--- config.mk ---
export PLATFORM = sky130hd
export DESIGN_NAME = integer_to_ascii_radix
export DESIGN_NICKNAME = d
export VERILOG_FILES = /design/src/itar_pkg.sv /design/src/itar_dpath.sv /design/src/itar_ctrl.sv /design/src/integer_to_ascii_radix.sv
export SDC_FILE = /design/constraint.sdc
export NUM_CORES = 1
export LEC_CHECK = 0
export BUFFER_PORTS_ARGS = -buffer_cell sky130_fd_sc_hd__buf_4
export CAP_MARGIN = 30
export CORE_ASPECT_RATIO = 1.75
export CORE_UTILIZATION = 45
export CTS_BUF_LIST = sky130_fd_sc_hd__clkbuf_16
export DETAILED_ROUTE_END_ITERATION = 10
export PLACE_DENSITY = 0.66
export SLEW_MARGIN = 20
export SYNTH_ARGS = -nofsm -noshare
export SYNTH_HDL_FRONTEND = slang
export SYNTH_SLANG_ARGS = --single-unit
--- constraint.sdc ---
create_clock -name clk -period 12.4 [get_ports clk]
set_input_delay 3.72 -clock clk [delete_from_list [all_inputs] [get_ports clk]]
set_output_delay 3.72 -clock clk [all_outputs]
set_load 0.05 [all_outputs]
--- src/itar_pkg.sv ---
// Shared types, constants and helpers for the radix-to-ASCII converter.
`default_nettype none
package itar_pkg;

    localparam int VALUE_BITS_DEFAULT = 64;
    localparam int STORE_DEPTH        = 64;
    localparam int STORE_AW           = $clog2(STORE_DEPTH);
    localparam int CNT_W              = STORE_AW + 1;

    localparam logic [5:0] RADIX_MIN = 6'd2;
    localparam logic [5:0] RADIX_MAX = 6'd36;
    localparam logic [5:0] DIGIT_TEN = 6'd10;
    localparam logic [6:0] CHAR_ZERO = 7'h30;
    localparam logic [6:0] CHAR_A    = 7'h41;

    typedef struct packed {
        logic [63:0] value;
        logic [5:0]  radix;
    } in_req_t;

    typedef struct packed {
        logic [6:0] digit_char;
        logic       last_digit;
        logic [6:0] text_length;
    } out_req_t;

    typedef struct packed {
        logic load;
        logic step;
        logic store;
        logic rd_init;
        logic rd_issue;
        logic out_load;
    } itar_cmd_t;

    typedef struct packed {
        logic div_last;
        logic quot_zero;
        logic store_full;
        logic rd_last;
        logic out_free;
    } itar_status_t;

    function automatic logic [5:0] sat_radix(input logic [5:0] r);
        logic [5:0] s;
        s = r;
        if (r < RADIX_MIN)
            s = RADIX_MIN;
        else if (r > RADIX_MAX)
            s = RADIX_MAX;
        return s;
    endfunction

    function automatic logic [6:0] ascii_of(input logic [5:0] d);
        logic [6:0] c;
        if (d < DIGIT_TEN)
            c = CHAR_ZERO + {1'b0, d};
        else
            c = CHAR_A + {1'b0, d - DIGIT_TEN};
        return c;
    endfunction

endpackage
`default_nettype wire

--- src/itar_dpath.sv ---
// Datapath: shift-subtract divider, digit store and output register.
`default_nettype none
module itar_dpath
    import itar_pkg::*;
#(
    parameter int VALUE_BITS = VALUE_BITS_DEFAULT
)
(
    input  wire logic         clk,
    input  wire logic         rst_n,
    input  wire in_req_t      in_data,
    input  wire itar_cmd_t    cmd,
    output      itar_status_t status,
    output      logic         out_valid,
    input  wire logic         out_stall,
    output      out_req_t     out_data
);

    localparam int BIT_W = (VALUE_BITS > 1) ? $clog2(VALUE_BITS) : 1;

    logic [VALUE_BITS-1:0] quot_reg;
    logic [5:0]            rem_reg;
    logic [5:0]            radix_reg;
    logic [BIT_W-1:0]      bit_cnt_reg;
    logic [CNT_W-1:0]      cnt_reg;
    logic [STORE_AW-1:0]   idx_reg;
    logic [5:0]            rd_data_reg;
    logic                  out_valid_reg;
    out_req_t              out_data_reg;
    logic [5:0]            mem [STORE_DEPTH];

    logic [6:0]            trial;
    logic                  fits;
    logic [5:0]            rem_next;
    logic [VALUE_BITS-1:0] quot_next;
    logic [CNT_W-1:0]      cnt_less_one;

    assign trial        = {rem_reg, quot_reg[VALUE_BITS-1]};
    assign fits         = trial >= {1'b0, radix_reg};
    assign rem_next     = fits ? 6'(trial - {1'b0, radix_reg}) : trial[5:0];
    assign quot_next    = {quot_reg[VALUE_BITS-2:0], fits};
    assign cnt_less_one = cnt_reg - CNT_W'(1);

    always_ff @(posedge clk)
    begin
        if (cmd.load)
        begin
            quot_reg  <= in_data.value[VALUE_BITS-1:0];
            radix_reg <= sat_radix(in_data.radix);
            rem_reg   <= '0;
        end
        else if (cmd.step)
        begin
            quot_reg <= quot_next;
            rem_reg  <= rem_next;
        end
        else if (cmd.store)
        begin
            rem_reg <= '0;
        end

        if (cmd.store)
            mem[cnt_reg[STORE_AW-1:0]] <= rem_reg;

        if (cmd.rd_issue)
            rd_data_reg <= mem[idx_reg];

        if (cmd.out_load)
        begin
            out_data_reg.digit_char  <= ascii_of(rd_data_reg);
            out_data_reg.last_digit  <= (idx_reg == '0);
            out_data_reg.text_length <= 7'(cnt_reg) + 7'd1;
        end
    end

    always_ff @(posedge clk or negedge rst_n)
    begin
        if (!rst_n)
        begin
            bit_cnt_reg   <= '0;
            cnt_reg       <= '0;
            idx_reg       <= '0;
            out_valid_reg <= 1'b0;
        end
        else
        begin
            if (cmd.load)
            begin
                bit_cnt_reg <= '0;
                cnt_reg     <= '0;
            end
            else if (cmd.step)
            begin
                bit_cnt_reg <= bit_cnt_reg + BIT_W'(1);
            end
            else if (cmd.store)
            begin
                bit_cnt_reg <= '0;
                cnt_reg     <= cnt_reg + CNT_W'(1);
            end

            if (cmd.rd_init)
                idx_reg <= cnt_less_one[STORE_AW-1:0];
            else if (cmd.out_load)
                idx_reg <= idx_reg - STORE_AW'(1);

            if (cmd.out_load)
                out_valid_reg <= 1'b1;
            else if (!out_stall)
                out_valid_reg <= 1'b0;
        end
    end

    assign status.div_last   = (bit_cnt_reg == BIT_W'(VALUE_BITS - 1));
    assign status.quot_zero  = (quot_reg == '0);
    assign status.store_full = (cnt_reg == CNT_W'(STORE_DEPTH));
    assign status.rd_last    = (idx_reg == '0);
    assign status.out_free   = !out_valid_reg || !out_stall;

    assign out_valid = out_valid_reg;
    assign out_data  = out_data_reg;

endmodule
`default_nettype wire

--- src/itar_ctrl.sv ---
// Controller: sequences division, digit storage and reversed readout.
`default_nettype none
module itar_ctrl
    import itar_pkg::*;
(
    input  wire logic         clk,
    input  wire logic         rst_n,
    input  wire logic         in_valid,
    output      logic         in_stall,
    input  wire itar_status_t status,
    output      itar_cmd_t    cmd
);

    typedef enum logic [2:0] {
        ST_IDLE,
        ST_DIV,
        ST_STORE,
        ST_CHECK,
        ST_RD,
        ST_LOAD
    } state_t;

    state_t state_reg;
    state_t state_next;

    always_comb
    begin
        state_next = state_reg;
        cmd        = '0;
        unique case (state_reg)
            ST_IDLE:
            begin
                if (in_valid)
                begin
                    cmd.load   = 1'b1;
                    state_next = ST_DIV;
                end
            end
            ST_DIV:
            begin
                cmd.step = 1'b1;
                if (status.div_last)
                    state_next = ST_STORE;
            end
            ST_STORE:
            begin
                cmd.store  = 1'b1;
                state_next = ST_CHECK;
            end
            ST_CHECK:
            begin
                if (status.quot_zero || status.store_full)
                begin
                    cmd.rd_init = 1'b1;
                    state_next  = ST_RD;
                end
                else
                begin
                    state_next = ST_DIV;
                end
            end
            ST_RD:
            begin
                cmd.rd_issue = 1'b1;
                state_next   = ST_LOAD;
            end
            ST_LOAD:
            begin
                if (status.out_free)
                begin
                    cmd.out_load = 1'b1;
                    state_next   = status.rd_last ? ST_IDLE : ST_RD;
                end
            end
            default:
            begin
                state_next = ST_IDLE;
            end
        endcase
    end

    always_ff @(posedge clk or negedge rst_n)
    begin
        if (!rst_n)
            state_reg <= ST_IDLE;
        else
            state_reg <= state_next;
    end

    assign in_stall = (state_reg != ST_IDLE);

endmodule
`default_nettype wire

--- src/integer_to_ascii_radix.sv ---
// Top level of the unsigned integer to ASCII digit converter.
// Takes one request holding an unsigned number (low VALUE_BITS bits used) and a
// radix, saturated into 2..36, and returns one request per digit, most
// significant first, with the last digit marked and the digit count plus one
// on every request. Zero gives the single digit '0'. One number is worked at a
// time: the shared restoring divider resolves one quotient bit per cycle for
// each digit, then the digit store is read back in reverse, each digit read
// and then loaded into the output register when it is free. A new number
// is taken once the last digit sits in the output register.
`default_nettype none
module integer_to_ascii_radix
    import itar_pkg::*;
#(
    parameter int VALUE_BITS = VALUE_BITS_DEFAULT
)
(
    input  wire logic     clk,
    input  wire logic     rst_n,
    input  wire logic     in_valid,
    output      logic     in_stall,
    input  wire in_req_t  in_data,
    output      logic     out_valid,
    input  wire logic     out_stall,
    output      out_req_t out_data
);

    itar_cmd_t    cmd;
    itar_status_t status;

    itar_ctrl u_ctrl (
        .clk      (clk),
        .rst_n    (rst_n),
        .in_valid (in_valid),
        .in_stall (in_stall),
        .status   (status),
        .cmd      (cmd)
    );

    itar_dpath #(
        .VALUE_BITS (VALUE_BITS)
    ) u_dpath (
        .clk       (clk),
        .rst_n     (rst_n),
        .in_data   (in_data),
        .cmd       (cmd),
        .status    (status),
        .out_valid (out_valid),
        .out_stall (out_stall),
        .out_data  (out_data)
    );

endmodule
`default_nettype wire

==> metrics.cfg <==
[logic_synthesis]
yosysMostFrequentCell=edfxtp_1
yosys_warnings=0
ys_types=58
avgSynthCellArea_um2=18.21
synth_common_cells=475 x edfxtp_1, 108 x mux4_2, 97 x nor2_1
synth-edff-count=475
syn_area_um2=20740
yosysSeqAreaShare=0.7212
syn-num-nets=1228
yosys.area.top_type=edfxtp_1
synth_top_area_frac=0.6877
synthTopCellsByArea=edfxtp_1 69%, mux4_2 12%, mux2_2 3.1%
synthCells=1139
synthArstFlopShare=0.04563
synth_seq_cells=504
synthFlopType=edfxtp_1

[min_path]
min_from=u_dpath.bit_cnt_reg[2]$_DFFE_PN0P_
hold_class=flop to flop
hold_depth=1
whs_endpoint=u_dpath.bit_cnt_reg[2]$_DFFE_PN0P_

[clocking]
clockBufferDepth=3
root_buffer=clkbuf_16
cts_setup_buffers=0
cts_buffers=44
clk_latency_ps=570
clk_pin_slew_worst_paths_ps=60
post_cts_resize_count=0
h-tree-depth=2
hold_buffers=0
clock_sinks=504
cts_tree=done

[placed_design]
port_buffers=90
dp_hpwl_mm=29.45
place.gp.congestion=0.8420
dp_slack_ps=6989

[route]
routed.top_layer=met4
routed_wl_mm=43.78
met2WireLength_mm=24.10
ant_nets=0
drtPass1Iterations=5
drt-vias-per-instance=5.704
wl_met1_mm=15.32
post-route-drc-count=0
avgRoutedWirePerCell_um=23.77
via_count=10510
wl_met3_mm=2.657
drt_iter0_markers=758

[sta]
period_share=0.4472
finalHoldViolations=0
tightest_slew_ps=1021
fmaxAchievable_mhz=180.3
rsz0062_at_grt=no
setup_ws_ps=6854
finalSetupViolCount=0
period_needed_ps=5546
fin_setup_tns_ps=0
slew_headroom=0.3192
finalClockSkew_ps=21.87
report.final.slew_viol_count=0

[critical_path]
critPathLaunchType=flop
cpMaxStageDelayCell=dfrtp_1
r2r_cells=6
cp_max_fo=18
path_delay_family=flip-flops
r2r_slack_ps=8760
crit_buf_inv=1
cpPeakStageDelay_ps=550
r2r-end=u_dpath.rd_data_reg[4]$_DFFE_PP_
endpoint_kind=primary output
cp.depth=2
regToRegStartpoint=u_dpath.idx_reg[0]$_DFFE_PN0P_
crit_type=flop to primary output
cp_data_arrival_time_ps=1830
path_cells=or3_1 -> buf_4
required_ps=8680

[die]
die-area_um2=46990
die_x_um=164.3
rows=103
die_h_um=286.0
start_util=0.4586
fp.coreArea_um2=45230
ios=91

[finish]
largest_reg_flops=384
nets=1322
fillers=3593
antenna_cells=0
drive_above_1_share=0.2743
area_growth_syn_to_layout_pct=12.73

[outcome]
status=complete, no violations

[job]
max-cap-violations=0

[grt]
grt_pass1_vias=11240
grt_first_pass_wirelength_mm=66.80
antenna_found_initial=0
grt-ovfl-total=0
grt_max_degree=68
grt_usage=0.1933

[power_and_ir_drop]
peakVddDrop_uv=136.0
power.density_nw_per_um2=221.1
leakagePower_nw=7.422

-- per-stage QoR --
step,utilization,total power [mW],instance area [µm²],std cells,hold slack [ps]
2_1_floorplan,-,3.443,20740,1139,456.5
3_3_place_gp,0.4866,3.889,22010,1762,483.1
3_5_place_dp,0.4870,3.929,22030,1763,507.9
4_1_cts,0.5168,5.222,23380,1841,521.5
5_1_grt,0.5169,5.393,23380,1842,546.0
6_report,0.5169,5.170,23380,1842,513.4
-- power breakdown --
group / internal (mW) / switching (mW)
Sequential: 2.19 / 0.192
Clock: 0.709 / 0.592
Combinational: 0.613 / 0.873
-- cells in the final DEF (no fill, tap or decap), drive strengths merged, types with 6 or more instances in the layout --
cell and count:
xor2 10, a21oi 17, buf 105, or3 7
dfrtp 23, mux4 108, mux2 64, ha 14
mux2i 15, edfxtp 475, o22ai 6, nor3 12
nand2b 8, dfxtp 6, nor2b 9, inv 30
nand2 42, nor4 18, xnor2 13, nand4 8
nand3 8, o21ai 40, clkinv 16, nor2 97
a22oi 6, clkbuf 45
-- cell type report --
cell class	count	area, µm²	share of cell area
Clock buffer	44	1101	0.04709
Clock inverter	34	245.2	0.01049
Inverter	18	67.56	0.002889
Multi-Input combinational cell	559	5465	0.2337
Sequential cell	504	14970	0.6404
Tap cell	577	721.9	0.03087
Timing Repair Buffer	106	808.3	0.03457
-- layer usage --
metal,GRT usage,vias to the layer above
met2,0.3573,367
met1,0.2156,5314
li1,-,4744
met3,0.03277,82
met4,0.08125,0
met5,0,-
-- how the worst max path moves through the flow --
stage	start	to	slack, ps
2_1_floorplan	in_valid	u_dpath.quot_reg[0]$_DFFE_PP_	3560
3_3_place_gp	in_valid	u_dpath.quot_reg[9]$_DFFE_PP_	6420
3_5_place_dp	in_valid	u_dpath.quot_reg[7]$_DFFE_PP_	6990
4_1_cts	u_ctrl.state_reg[0]$_DFFE_PN0P_	in_stall	6830
5_1_grt	u_ctrl.state_reg[0]$_DFFE_PN0P_	in_stall	6760
6_report	u_ctrl.state_reg[0]$_DFFE_PN0P_	in_stall	6850
-- cells by family after synthesis --
group / after synthesis / synth area share
xor gates and xnor gates: 23 / 0.009712
adders and majority gates: 16 / 0.009893
and+or+nand+nor: 228 / 0.05163
buffers and inverters: 76 / 0.01623
DFF: 504 / 0.7212
AOI/OAI and AO/OA: 105 / 0.03209
muxes: 187 / 0.1592
Power figures use the tool's default switching activity.
